**src/hdl/dtc_rp_pkg.sv**
```systemverilog
// Shared types, reset values and ASCII helpers for the DTC response parser.
// No dependencies; imported by every module of the block.
package dtc_rp_pkg;

	localparam int MAX_PAYLOAD_BYTES_DEF = 4095;
	localparam int QUEUE_DEPTH_DEF       = 4;
	localparam int LEN_IN_W              = 12;
	localparam int LEN_IN_MAX            = 4095;

	localparam logic [7:0] SERVICE_CODE_RST = 8'h43;
	localparam logic [7:0] CODE_LIMIT_RST   = 8'd32;

	typedef enum logic [7:0] {
		REG_SERVICE_CODE = 8'd0,
		REG_CODE_LIMIT   = 8'd1
	} cfg_reg_t;

	typedef enum logic {
		KIND_CODE = 1'b0,
		KIND_END  = 1'b1
	} result_kind_t;

	// One entry per byte that causes results: a code, an end report, or both.
	typedef struct packed {
		logic       code_v;
		logic [7:0] hi;
		logic [7:0] lo;
		logic       end_v;
		logic [7:0] found;
		logic       status;
	} evt_t;

	function automatic logic [6:0] hex_char(input logic [3:0] nib);
		logic [6:0] r;
		if (nib < 4'd10)
			r = 7'h30 + {3'd0, nib};
		else
			r = 7'h37 + {3'd0, nib};
		return r;
	endfunction

	function automatic logic [6:0] letter_of(input logic [1:0] sel);
		logic [6:0] r;
		unique case (sel)
			2'd0: r = 7'h50; // P
			2'd1: r = 7'h43; // C
			2'd2: r = 7'h42; // B
			2'd3: r = 7'h55; // U
			default: r = 7'h50;
		endcase
		return r;
	endfunction

endpackage

```
**src/hdl/dtc_response_parser_core.sv**
```systemverilog
// Top level of the DTC response parser: front end, event queue, back end.
// Depends on dtc_rp_pkg, dtc_rp_front, dtc_rp_fifo and dtc_rp_back.
// A result word passes through the event queue and then the output register; a
// second word from the same byte follows it out of the output register.
// Throughput: one byte per cycle while the event queue has room; a byte that yields
// a code and an end report gives two output words, absorbed by the event queue.
// Reset: service code 0x43, code limit 32, no payload in progress, queue empty.
module dtc_response_parser_core
	import dtc_rp_pkg::*;
#(
	parameter int MAX_PAYLOAD_BYTES = MAX_PAYLOAD_BYTES_DEF,
	parameter int QUEUE_DEPTH       = QUEUE_DEPTH_DEF
) (
	input  logic                clk,
	input  logic                arst_n,
	input  logic                in_valid,
	output logic                in_ready,
	input  logic [7:0]          data_byte,
	input  logic                start_of_payload,
	input  logic [LEN_IN_W-1:0] payload_length,
	input  logic                cfg_valid,
	output logic                cfg_ready,
	input  logic [7:0]          cfg_index,
	input  logic [7:0]          cfg_data,
	output logic                out_valid,
	input  logic                out_ready,
	output logic                result_kind,
	output logic [7:0]          code_high,
	output logic [7:0]          code_low,
	output logic [6:0]          letter_char,
	output logic [5:0]          digit_char,
	output logic [6:0]          hex_char_a,
	output logic [6:0]          hex_char_b,
	output logic [6:0]          hex_char_c,
	output logic [7:0]          codes_found,
	output logic                status,
	output logic                last_of_run
);

	logic push_valid, push_ready, pop_valid, pop_ready;
	evt_t push_data, pop_data;

	dtc_rp_front #(
		.MAX_PAYLOAD_BYTES(MAX_PAYLOAD_BYTES)
	) u_front (
		.clk              (clk),
		.arst_n           (arst_n),
		.in_valid         (in_valid),
		.in_ready         (in_ready),
		.data_byte        (data_byte),
		.start_of_payload (start_of_payload),
		.payload_length   (payload_length),
		.cfg_valid        (cfg_valid),
		.cfg_ready        (cfg_ready),
		.cfg_index        (cfg_index),
		.cfg_data         (cfg_data),
		.evt_valid        (push_valid),
		.evt_ready        (push_ready),
		.evt              (push_data)
	);

	dtc_rp_fifo #(
		.DEPTH(QUEUE_DEPTH)
	) u_fifo (
		.clk        (clk),
		.arst_n     (arst_n),
		.push_valid (push_valid),
		.push_ready (push_ready),
		.push_data  (push_data),
		.pop_valid  (pop_valid),
		.pop_ready  (pop_ready),
		.pop_data   (pop_data)
	);

	dtc_rp_back u_back (
		.clk         (clk),
		.arst_n      (arst_n),
		.evt_valid   (pop_valid),
		.evt_ready   (pop_ready),
		.evt         (pop_data),
		.out_valid   (out_valid),
		.out_ready   (out_ready),
		.result_kind (result_kind),
		.code_high   (code_high),
		.code_low    (code_low),
		.letter_char (letter_char),
		.digit_char  (digit_char),
		.hex_char_a  (hex_char_a),
		.hex_char_b  (hex_char_b),
		.hex_char_c  (hex_char_c),
		.codes_found (codes_found),
		.status      (status),
		.last_of_run (last_of_run)
	);

endmodule

```
**src/hdl/dtc_rp_front.sv**
```systemverilog
// Front end: accepts payload bytes, tracks position, pairs code bytes and
// pushes result events. Holds the configuration registers. Uses dtc_rp_pkg.
module dtc_rp_front
	import dtc_rp_pkg::*;
#(
	parameter int MAX_PAYLOAD_BYTES = MAX_PAYLOAD_BYTES_DEF
) (
	input  logic                clk,
	input  logic                arst_n,
	input  logic                in_valid,
	output logic                in_ready,
	input  logic [7:0]          data_byte,
	input  logic                start_of_payload,
	input  logic [LEN_IN_W-1:0] payload_length,
	input  logic                cfg_valid,
	output logic                cfg_ready,
	input  logic [7:0]          cfg_index,
	input  logic [7:0]          cfg_data,
	output logic                evt_valid,
	input  logic                evt_ready,
	output evt_t                evt
);

	localparam int MAX_LEN = (MAX_PAYLOAD_BYTES > LEN_IN_MAX) ? LEN_IN_MAX : MAX_PAYLOAD_BYTES;
	localparam int LEN_W   = $clog2(MAX_LEN + 1);

	logic [7:0]       svc_q;
	logic [7:0]       limit_q;
	logic [LEN_W-1:0] pos_q;
	logic [LEN_W-1:0] len_q;
	logic             cbp_q;
	logic [7:0]       pend_q;
	logic [7:0]       emitted_q;
	logic             mism_q;

	logic             accept;
	logic [LEN_W-1:0] len_in;
	logic [LEN_W-1:0] pos_nx;
	logic             active;
	logic             past_off;
	logic             is_high;
	logic             code_c;
	logic             end_c;
	logic             mism_c;
	logic [7:0]       emitted_nx;

	assign cfg_ready = 1'b1;
	assign in_ready  = evt_ready;
	assign accept    = in_valid & in_ready;

	always_comb begin
		if (payload_length > LEN_IN_W'(MAX_LEN))
			len_in = LEN_W'(MAX_LEN);
		else
			len_in = payload_length[LEN_W-1:0];
		if (len_in == '0)
			len_in = LEN_W'(1);
	end

	assign active   = pos_q < len_q;
	assign pos_nx   = pos_q + LEN_W'(1);
	assign past_off = cbp_q ? (pos_q >= LEN_W'(2)) : (pos_q >= LEN_W'(1));
	assign is_high  = (pos_q[0] == ~cbp_q);

	assign code_c = !start_of_payload && active && !mism_q && past_off && !is_high
		&& ((pend_q | data_byte) != 8'd0) && (emitted_q < limit_q);
	assign emitted_nx = emitted_q + {7'd0, code_c};
	assign mism_c = start_of_payload ? (data_byte != svc_q) : mism_q;
	assign end_c  = start_of_payload ? (len_in == LEN_W'(1)) : (active && pos_nx == len_q);

	always_comb begin
		evt.code_v = code_c;
		evt.hi     = pend_q;
		evt.lo     = data_byte;
		evt.end_v  = end_c;
		evt.status = mism_c;
		evt.found  = (mism_c || start_of_payload) ? 8'd0 : emitted_nx;
	end

	assign evt_valid = accept & (code_c | end_c);

	always_ff @(posedge clk or negedge arst_n) begin
		if (!arst_n) begin
			svc_q   <= SERVICE_CODE_RST;
			limit_q <= CODE_LIMIT_RST;
		end else if (cfg_valid && cfg_ready) begin
			unique case (cfg_index)
				REG_SERVICE_CODE: svc_q   <= cfg_data;
				REG_CODE_LIMIT:   limit_q <= cfg_data;
				default: ;
			endcase
		end
	end

	always_ff @(posedge clk or negedge arst_n) begin
		if (!arst_n) begin
			pos_q     <= '0;
			len_q     <= '0;
			cbp_q     <= 1'b0;
			emitted_q <= 8'd0;
			mism_q    <= 1'b0;
		end else if (accept) begin
			if (start_of_payload) begin
				len_q     <= len_in;
				cbp_q     <= ~len_in[0];
				mism_q    <= mism_c;
				emitted_q <= 8'd0;
				pos_q     <= LEN_W'(1);
			end else if (active) begin
				emitted_q <= emitted_nx;
				pos_q     <= pos_nx;
			end
		end
	end

	// pending high byte: always written before it is read
	always_ff @(posedge clk) begin
		if (accept && !start_of_payload && active && !mism_q && past_off && is_high)
			pend_q <= data_byte;
	end

	a_pos_bound: assert property (@(posedge clk) disable iff (!arst_n)
		pos_q <= len_q)
		else $error("byte position past payload length");

	a_code_needs_ok: assert property (@(posedge clk) disable iff (!arst_n)
		evt_valid && evt.code_v |-> !evt.status && $past(1'b1))
		else $error("code pushed for mismatched service");

endmodule

```
**src/hdl/dtc_rp_fifo.sv**
```systemverilog
// Short event queue between front and back ends, flip-flop storage.
// Uses dtc_rp_pkg for the event type.
module dtc_rp_fifo
	import dtc_rp_pkg::*;
#(
	parameter int DEPTH = QUEUE_DEPTH_DEF
) (
	input  logic clk,
	input  logic arst_n,
	input  logic push_valid,
	output logic push_ready,
	input  evt_t push_data,
	output logic pop_valid,
	input  logic pop_ready,
	output evt_t pop_data
);

	localparam int PTR_W = (DEPTH > 1) ? $clog2(DEPTH) : 1;
	localparam int CNT_W = $clog2(DEPTH + 1);

	evt_t             mem_q [DEPTH];
	logic [PTR_W-1:0] wr_ptr_q;
	logic [PTR_W-1:0] rd_ptr_q;
	logic [CNT_W-1:0] cnt_q;
	logic             push;
	logic             pop;

	assign push_ready = cnt_q != CNT_W'(DEPTH);
	assign pop_valid  = cnt_q != '0;
	assign push       = push_valid & push_ready;
	assign pop        = pop_valid & pop_ready;
	assign pop_data   = mem_q[rd_ptr_q];

	always_ff @(posedge clk or negedge arst_n) begin
		if (!arst_n) begin
			wr_ptr_q <= '0;
			rd_ptr_q <= '0;
			cnt_q    <= '0;
		end else begin
			if (push)
				wr_ptr_q <= (wr_ptr_q == PTR_W'(DEPTH - 1)) ? '0 : wr_ptr_q + PTR_W'(1);
			if (pop)
				rd_ptr_q <= (rd_ptr_q == PTR_W'(DEPTH - 1)) ? '0 : rd_ptr_q + PTR_W'(1);
			if (push && !pop)
				cnt_q <= cnt_q + CNT_W'(1);
			else if (pop && !push)
				cnt_q <= cnt_q - CNT_W'(1);
		end
	end

	always_ff @(posedge clk) begin
		if (push)
			mem_q[wr_ptr_q] <= push_data;
	end

	a_cnt_bound: assert property (@(posedge clk) disable iff (!arst_n)
		cnt_q <= CNT_W'(DEPTH))
		else $error("queue count over depth");

	a_cnt_inc: assert property (@(posedge clk) disable iff (!arst_n)
		push && !pop |=> cnt_q == $past(cnt_q) + CNT_W'(1))
		else $error("queue count did not follow push");

endmodule

```
**src/hdl/dtc_rp_back.sv**
```systemverilog
// Back end: expands queued events into result words, builds the ASCII text,
// and holds the output register. Uses dtc_rp_pkg.
module dtc_rp_back
	import dtc_rp_pkg::*;
(
	input  logic       clk,
	input  logic       arst_n,
	input  logic       evt_valid,
	output logic       evt_ready,
	input  evt_t       evt,
	output logic       out_valid,
	input  logic       out_ready,
	output logic       result_kind,
	output logic [7:0] code_high,
	output logic [7:0] code_low,
	output logic [6:0] letter_char,
	output logic [5:0] digit_char,
	output logic [6:0] hex_char_a,
	output logic [6:0] hex_char_b,
	output logic [6:0] hex_char_c,
	output logic [7:0] codes_found,
	output logic       status,
	output logic       last_of_run
);

	logic         out_valid_q;
	logic         split_q;
	logic [7:0]   hold_found_q;
	logic         hold_status_q;
	result_kind_t kind_q;
	logic [7:0]   hi_q, lo_q, found_q;
	logic         status_q, last_q;

	logic         load;
	logic         nxt_valid;
	logic         nxt_split;
	result_kind_t nxt_kind;
	logic [7:0]   nxt_hi, nxt_lo, nxt_found;
	logic         nxt_status, nxt_last;

	assign load      = !out_valid_q || out_ready;
	assign evt_ready = load && !split_q;

	always_comb begin
		nxt_valid  = 1'b0;
		nxt_split  = 1'b0;
		nxt_kind   = KIND_END;
		nxt_hi     = 8'd0;
		nxt_lo     = 8'd0;
		nxt_found  = hold_found_q;
		nxt_status = hold_status_q;
		nxt_last   = 1'b1;
		if (split_q) begin
			nxt_valid = 1'b1;
		end else if (evt_valid) begin
			nxt_valid = 1'b1;
			if (evt.code_v) begin
				nxt_kind   = KIND_CODE;
				nxt_hi     = evt.hi;
				nxt_lo     = evt.lo;
				nxt_found  = 8'd0;
				nxt_status = 1'b0;
				nxt_last   = !evt.end_v;
				nxt_split  = evt.end_v;
			end else begin
				nxt_found  = evt.found;
				nxt_status = evt.status;
			end
		end
	end

	always_ff @(posedge clk or negedge arst_n) begin
		if (!arst_n) begin
			out_valid_q <= 1'b0;
			split_q     <= 1'b0;
		end else if (load) begin
			out_valid_q <= nxt_valid;
			split_q     <= nxt_split;
		end
	end

	always_ff @(posedge clk) begin
		if (load) begin
			kind_q   <= nxt_kind;
			hi_q     <= nxt_hi;
			lo_q     <= nxt_lo;
			found_q  <= nxt_found;
			status_q <= nxt_status;
			last_q   <= nxt_last;
			if (!split_q) begin
				hold_found_q  <= evt.found;
				hold_status_q <= evt.status;
			end
		end
	end

	assign out_valid   = out_valid_q;
	assign result_kind = kind_q;
	assign code_high   = hi_q;
	assign code_low    = lo_q;
	assign codes_found = found_q;
	assign status      = status_q;
	assign last_of_run = last_q;

	always_comb begin
		if (kind_q == KIND_CODE) begin
			letter_char = letter_of(hi_q[7:6]);
			digit_char  = {4'b1100, hi_q[5:4]};
			hex_char_a  = hex_char(hi_q[3:0]);
			hex_char_b  = hex_char(lo_q[7:4]);
			hex_char_c  = hex_char(lo_q[3:0]);
		end else begin
			letter_char = 7'd0;
			digit_char  = 6'd0;
			hex_char_a  = 7'd0;
			hex_char_b  = 7'd0;
			hex_char_c  = 7'd0;
		end
	end

	a_split_has_code: assert property (@(posedge clk) disable iff (!arst_n)
		split_q |-> out_valid_q && kind_q == KIND_CODE && !last_q)
		else $error("end report pending without a code word in front");

endmodule

```
**config.mk**
```make
export PLATFORM = sky130hd
export DESIGN_NAME = dtc_response_parser_core
export DESIGN_NICKNAME = d
export VERILOG_FILES = /design/src/hdl/dtc_rp_pkg.sv /design/src/hdl/dtc_response_parser_core.sv /design/src/hdl/dtc_rp_front.sv /design/src/hdl/dtc_rp_fifo.sv /design/src/hdl/dtc_rp_back.sv
export SDC_FILE = /design/constraint.sdc
export NUM_CORES = 1
export LEC_CHECK = 0
export BUFFER_PORTS_ARGS = -buffer_cell sky130_fd_sc_hd__buf_2
export CAP_MARGIN = 15
export CORE_UTILIZATION = 55
export DETAILED_ROUTE_END_ITERATION = 6
export PLACE_DENSITY = 0.78
export SKIP_LAST_GASP = 1
export SYNTH_ARGS = -nofsm -noshare
export SYNTH_HDL_FRONTEND = slang
export SYNTH_HIERARCHICAL = 1
export SYNTH_SLANG_ARGS = --single-unit
export TNS_END_PERCENT = 5
```
**constraint.sdc**
```tcl
create_clock -name clk -period 7.2 [get_ports clk]
set_input_delay 1.8 -clock clk [delete_from_list [all_inputs] [get_ports clk]]
set_output_delay 1.8 -clock clk [all_outputs]
set_load 0.01 [all_outputs]
```
=== Yosys cells after proc, flatten, opt, wreduce, memory -nomap -nowiden ===
Memory sizes are Yosys's and may differ from the RTL's.
Cells that the tools add are included.

* Bits in registers: 103
* Bits in writable memories: 108
* Input bits: 42
* Output and inout bits: 64
* Logic and storage cells: 140
* Memories: 1

{| class="wikitable"
|+ Memories
! memory !! words !! bits a word !! rd ports !! clocked after Yosys merged registers in !! wr ports !! RTL line !! source
|-
| u_fifo.mem_q || 4 || 27 || 1 || 0 || 1 || dtc_rp_fifo.sv:21 || <nowiki>evt_t mem_q [DEPTH];</nowiki>
|}

* $add $sub $neg: 12
* Order comparisons: 8
* Equal/unequal tests: 11
* Mux-type cells: 37
* Bitwise operators: 11
* Reduce and logical (&&, ||, !) cells: 39

{| class="wikitable"
|+ Operator list
! cell !! count
|-
| $mux W7 || 7
|-
| $mux W12 || 4
|-
| $mux W8 || 6
|-
| $add A6 B4 Y7 const A || 6
|-
| $pmux W7 S4 || 1
|-
| $logic_and A1 B1 Y1 || 15
|-
| $mux W1 || 14
|-
| $add A12 B1 Y12 const B || 1
|-
| $eq A12 B1 Y1 const B || 1
|-
| $eq A12 B12 Y1 || 1
|-
| $ge A12 B1 Y1 const B || 1
|-
| $ge A12 B2 Y1 const B || 1
|-
| $gt A12 B12 Y1 const B || 1
|-
| $logic_not A12 Y1 || 1
|-
| $lt A12 B12 Y1 || 1
|-
| $lt A4 B4 Y1 const B || 3
|-
| $reduce_and A2 Y1 || 5
|-
| $add A8 B1 Y8 || 1
|-
| $eq A2 B2 Y1 const B || 4
|-
| $eq A8 B1 Y1 const B || 1
|-
| $logic_not A1 Y1 || 8
|-
| $logic_not A8 Y1 || 1
|-
| $lt A8 B8 Y1 || 1
|-
| $ne A8 B8 Y1 || 1
|-
| other kinds (20) || 32
|}

=== Depth between registers and ports, before layout ===
* Depth after elaboration: 14
* Depth in mapped cells: 16
* Depth with buffers taken out: 15

=== Hierarchy ===
Netlist, hierarchy kept.

{| class="wikitable"
|+ Modules (own cells, without submodules)
! module !! times used !! cells an instance !! area an instance (µm²) !! sequential area each (µm²)
|-
| dtc_rp_fifo || 1 || 178 || 4342.9 || 3418.3
|-
| dtc_rp_front || 1 || 401 || 3922.5 || 1496.4
|-
| dtc_rp_back || 1 || 173 || 1911.8 || 1131.1
|}

=== Worst setup path after synthesis ===
Ideal clock, no wire load.

* Kind: input port to flip-flop
* Start point: in start_of_payload
* End point: mem u_fifo/mem_q[3][0] (netlist bit), enable pin
* Library setup time: 0.386 ns
* Arrival: 3.789 ns
* Path slack: 3.024 ns
* Cell stages on the path: 8
* Path buffers: 1
* Path through: clkbuf_1 -> nor3_1 -> nand4_1 -> nor4_1 -> nand3_1 -> a211oi_1 -> a21boi_2 -> and2_1

* Word-level cells in the longest chain between the ends: 12

{| class="wikitable"
|+ Ends and longest elaborated chain
! element !! RTL line !! source
|-
| from (decl) || dtc_response_parser_core.sv:19 || <nowiki>input logic start_of_payload,</nowiki>
|-
| $logic_not A1 Y1 || dtc_rp_front.sv:65 || <nowiki>assign code_c = !start_of_payload && active && !mism_q && past_off && !is_high</nowiki>
|-
| $logic_and A1 B1 Y1 (4 in series) || dtc_rp_front.sv:65 ||
|-
| $logic_and A1 B1 Y1 (2 in series) || dtc_rp_front.sv:66 || <nowiki>&& ((pend_q | data_byte) != 8'd0) && (emitted_q < limit_q);</nowiki>
|-
| $or A1 B1 Y1 (*) || dtc_rp_front.sv:80 || <nowiki>assign evt_valid = accept & (code_c | end_c);</nowiki>
|-
| $and A1 B1 Y1 (*) || dtc_rp_front.sv:80 ||
|-
| via push_valid || dtc_response_parser_core.sv:40 || <nowiki>logic push_valid, push_ready, pop_valid, pop_ready;</nowiki>
|-
| $and A1 B1 Y1 (*) || dtc_rp_fifo.sv:30 || <nowiki>assign push = push_valid & push_ready;</nowiki>
|-
| via u_fifo.push || dtc_rp_fifo.sv:25 || <nowiki>logic push;</nowiki>
|-
| $mux W1 (*) || dtc_rp_fifo.sv:52 || <nowiki>if (push)</nowiki>
|-
| $mux W1 (not written as such) (*) || dtc_rp_fifo.sv:53 || <nowiki>mem_q[wr_ptr_q] <= push_data;</nowiki>
|-
| to (decl) || dtc_rp_fifo.sv:21 ||
|}

The timed path passes the listed nets; every way through them passes the cells marked *.

=== Final worst setup path ===
* Start point: in payload_length[9]
* End point: reg u_fifo.cnt_q[2]

* Word-level cells in the longest chain between the ends: 12

{| class="wikitable"
|+ Ends and longest elaborated chain
! element !! RTL line !! source
|-
| from (decl) || dtc_response_parser_core.sv:20 || <nowiki>input logic [LEN_IN_W-1:0] payload_length,</nowiki>
|-
| $gt A12 B12 Y1 || dtc_rp_front.sv:52 || <nowiki>if (payload_length > LEN_IN_W'(MAX_LEN))</nowiki>
|-
| $mux W12 (*) || dtc_rp_front.sv:52 ||
|-
| $logic_not A12 Y1 || dtc_rp_front.sv:56 || <nowiki>if (len_in == '0)</nowiki>
|-
| $mux W12 (*) || dtc_rp_front.sv:56 ||
|-
| $eq A12 B1 Y1 (*) || dtc_rp_front.sv:69 || <nowiki>assign end_c = start_of_payload ? (len_in == LEN_W'(1)) : (active && pos_nx == len_q);</nowiki>
|-
| $mux W1 (*) || dtc_rp_front.sv:69 ||
|-
| $or A1 B1 Y1 (*) || dtc_rp_front.sv:80 ||
|-
| $and A1 B1 Y1 (*) || dtc_rp_front.sv:80 ||
|-
| via push_valid || dtc_response_parser_core.sv:40 ||
|-
| $and A1 B1 Y1 (*) || dtc_rp_fifo.sv:30 ||
|-
| via u_fifo.push || dtc_rp_fifo.sv:25 ||
|-
| $logic_not A1 Y1 || dtc_rp_fifo.sv:46 || <nowiki>else if (pop && !push)</nowiki>
|-
| $logic_and A1 B1 Y1 || dtc_rp_fifo.sv:46 ||
|-
| $reduce_bool A2 Y1 (no source line) || n/a ||
|-
| to (signal assigned) || dtc_rp_fifo.sv:45 || <nowiki>cnt_q <= cnt_q + CNT_W'(1);</nowiki>
|-
| to (signal assigned) || dtc_rp_fifo.sv:47 || <nowiki>cnt_q <= cnt_q - CNT_W'(1);</nowiki>
|-
| to (decl) || dtc_rp_fifo.sv:24 || <nowiki>logic [CNT_W-1:0] cnt_q;</nowiki>
|}

Marked as above.
A chain may end at the register's enable or synchronous reset.

==> run summary <==
* 0 — sum of overflow across all layers after global routing
* 44.8% — area fraction of the dominant cell type after synthesis
* 0 — buffer count from post-CTS setup fixing
* 59.9% — final clock period utilization by the worst path
* edfxtp_1 — primary flip-flop cell chosen by synthesis mapping
* simple AND/OR/NAND/NOR gates — dominant combinational cell family by area after synthesis
* 19100 um^2 — die area
* 106 — number of primary I/O pins
* 56.5% — Initial Util
* 0 — total inserted antenna cells
* 28.0% — share of flip-flops with an asynchronous set or reset after synthesis
* clkbuf_16 — clock tree root driver cell
* 59.4% — register area share after synthesis
* primary input — startpoint kind of the worst setup timing path
* 4.49 nW — leakage power summed over all cells
* 211 — clock sink total
* flop — CP endpoint kind
* 3 — largest buffer count on any clock path
* 917 — net total in the final layout
* 4.72 ns — arrival time at the worst endpoint
* u_front/pos_q[1]$_DFFE_PN0P_ — R2R Path Start
* 1 — cell depth of the worst min-delay path
* 20.5% — total routing usage reported by global routing
* 0.232 GHz — Achievable Freq
* 11.4% — simple-gate portion of the synthesized area
* 138 um — Die Width
* 138 um — Die H
* primary input to flop — type of the setup path with the least slack
* 12800 um — half-perimeter wire length after placement
* 23.6% — slew margin rel.
* 4.31 ns — post-route minimum period
* u_fifo/mem_q[1][7]$_DFFE_PP_ — endpoint of the lowest-slack register-to-register path
* 5.80 — average vias per placed instance
* 408 — initial DRC count
* 1.14 ns — worst slew pin tran
* 19500 um — Routed WL
* 13 — worst r2r path cells
* simple AND/OR/NAND/NOR gates — cell type group with the largest total delay on the critical path
* 0 — Final Slew Violations
* flop to flop — worst min-delay path category
* 211 — Seq cells post-synth
* 49 — row count
* 1080 — final std cells w/o fill
* 0 — # hold bufs at CTS
* 339 nW/um^2 — total power divided by cell area
* 0.50 ns — clock latency reported for the late side of the worst-skew pair
* 3.01% — xor/xnor cell area share of the yosys netlist
* 9.95% — mux share of post-synthesis cell area
* 62 — number of distinct library cells after synthesis
* 0 — Max Cap Violations
* 0 — Antenna Nets Post-Route
* 22 — total clock buffers created by CTS
* done — TritonCTS clock tree
* edfxtp_1 — largest area contributor in the synthesized netlist
* 0 — post-CTS sizing
* 13.5 um^2 — Avg Cell Area, Syn
* edfxtp_1, dfrtp_1, mux4_2, ha_1, mux2_2 — top cells by area in the synthesized netlist
* fa_1 — master of the slowest instance on the critical path
* 6 — Yosys Warn Count
* buf_2 -> nor4_1 -> nand2_1 -> nor4_1 -> and2_1 -> a21oi_1 -> a211oi_1 -> a21boi_2 -> ha_1 -> inv_1 -> fa_1 -> xor2_1 -> nor2_1 -> xor2_1 — worst-path cell chain
* 0 ns — total negative setup slack
* 0 — final count of hold timing violations
* 25.0% — share of final-layout standard cells stronger than drive strength 1
* 0.888 — gpl congestion
* 1042 — cell count after placement
* 287 uV — worst supply voltage drop on vdd
* 3.19 ns — worst reg-to-reg setup slack
* 100 — # port buffers
* 152 — EDFF count, synth
* 7 — Max Fanout on Critical Path
* 752 — Mapped Cells
* 6049 — via count of the first global-routing pass
* 0.38 ns — Worst path max stage delay
* 10200 um^2 — Post-Syn Area
* no — setup repair after global routing missed its margin
* 11.9% — Layout Area Growth over Synthesis
* 0.0130 ns — setup skew after layout
* 5 — Pre-antenna DRT Iters
* 7.62 ns — required arrival time at the worst endpoint
* 1 — maximum level of the CTS H-tree
* 0 — number of antenna violations at the first check in global routing
* u_front/limit_q[7]$_DFFE_PN0P_ — hold worst-path end
* 4.75% — adder and majority cell fraction of the synthesized area
* 0 — count of final setup violators
* 18.1 um — average wire per standard cell
* 6.80% — fraction of the mapped netlist area in compound gates
* 18000 um^2 — Core Region
* 6267 — routed vias
* 60 — pin count of the biggest net entering global routing
* 0 — drt drc
* 31500 um — wire length of the first global-routing pass
* 2 — count of buffering cells on the critical path with inverters included
* completed — status
* 0.06 ns — Reg clk slew, reported paths
* u_front/limit_q[7]$_DFFE_PN0P_ — critical hold path startpoint
[cells in the mapped netlist, drive strengths merged, types with 11 or more instances]
library cell and instances:
edfxtp 152, dfrtp 55, nand2 42, inv 39
buf 37, ha 37, mux2 32, nor2 31
mux4 27, and2 25, xnor2 23, a21oi 20
nand4 19, o21ai 19, and3 16, clkbuf 15
nor3 15, nor4 14, a211oi 12, xor2 12
nand2b 11
[worst register-to-register path, stage by stage (launching register included)]
cell	delay, ns
dfrtp_1	0.48
ha_1	0.32
nor2b_1	0.13
o211ai_1	0.15
a21oi_1	0.11
o21a_1	0.34
nor3_2	0.63
and3_1	0.39
ha_1	0.21
ha_1	0.23
and3_1	0.26
and3_1	0.26
xnor2_1	0.14
nor2_1	0.10
[metrics by stage]
stage          area (um^2)  util, %  total power [mW]  hold WS (ns)  setup WS (ns)
2_1_floorplan        10200        -              2.55         0.464           3.02
3_3_place_gp         10700     59.5              2.81         0.490           2.52
3_5_place_dp         10700     59.5              2.83         0.494           2.44
4_1_cts              11400     63.2              3.88         0.507           2.89
5_1_grt              11400     63.2              4.08         0.521           2.59
6_report             11400     63.2              3.85         0.506           2.89
[cell usage in the layout, fill, tap and decap left out, types with 16 or more instances in the layout]
master	Yosys	routed
edfxtp_1	152	152
buf_2	9	100
dfrtp_1	55	55
nand2_1	42	42
inv_1	38	38
ha_1	37	37
mux2_2	32	32
nor2_1	30	30
mux4_2	26	26
and2_1	25	25
xnor2_1	23	23
clkbuf_16	0	22
a21oi_1	19	19
nand4_1	18	18
o21ai_0	17	17
and3_1	16	16
[logic make-up (layout without fill, tap and decap cells)]
kind of cell | Yosys count | count (layout)
AOI/OAI and AO/OA | 101 | 101
xor gates and xnor gates | 35 | 35
adders and majority gates | 38 | 38
buffers and inverters | 91 | 187
DFF | 211 | 211
muxes | 63 | 63
other | 2 | 5
and+or+nand+nor | 211 | 211
[final cells by class]
cell class | count | area (um^2)
Multi-Input combinational cell | 453 | 3670
Timing Repair Buffer | 110 | 576
Clock inverter | 11 | 91.3
Fill cell | 1356 | 6640
Tap cell | 229 | 287
Inverter | 39 | 146
Sequential cell | 211 | 6050
Clock buffer | 27 | 569
[layer usage]
metal | share of wire (%) | GRT usage [%] | wire (um)
met5 | 0 | 0 | 0
met4 | 1.9 | 6.07 | 374
met3 | 6.8 | 3.19 | 1320
met2 | 48 | 34.6 | 9450
met1 | 43 | 27.7 | 8350
[where the power goes]
| part | internal, mW | leakage (nW) | switching, mW | total [mW] |
|---|---|---|---|---|
| Clock | 0.598 | 0.326 | 0.440 | 1.04 |
| Combinational | 0.517 | 1.99 | 0.616 | 1.13 |
| Sequential | 1.52 | 2.18 | 0.162 | 1.68 |
| Total | 2.64 | 4.49 | 1.22 | 3.85 |
[worst max path at each step]
stage                  startpoint                      endpoint  slack [ns]  depth (start not counted)
6_report        payload_length[9]   u_fifo/cnt_q[2]$_DFFE_PN0P_        2.89                         14
5_1_grt         payload_length[9]   u_fifo/cnt_q[2]$_DFFE_PN0P_        2.59                         14
4_1_cts         payload_length[9]   u_fifo/cnt_q[2]$_DFFE_PN0P_        2.89                         14
3_5_place_dp    payload_length[9]   u_fifo/cnt_q[2]$_DFFE_PN0P_        2.44                         14
3_3_place_gp   payload_length[10]   u_fifo/cnt_q[2]$_DFFE_PN0P_        2.52                         14
2_1_floorplan    start_of_payload  u_fifo/mem_q[3][0]$_DFFE_PP_        3.02                          8
[state kept, by name, indices dropped and copies added, names as in the netlist, 2 cells and up]
register             count
u_back/hold_found_q      8
u_fifo/mem_q           108
u_back/codes_found       8
u_front/limit_q          8
u_front/pend_q           8
u_fifo/rd_ptr_q          2
u_front/emitted_q        8
u_front/svc_q            8
u_fifo/cnt_q             3
u_front/len_q           12
u_back/code_high         8
u_fifo/wr_ptr_q          2
u_front/pos_q           12
u_back/code_low          8
Note: power is estimated with default switching activity, not from simulation.
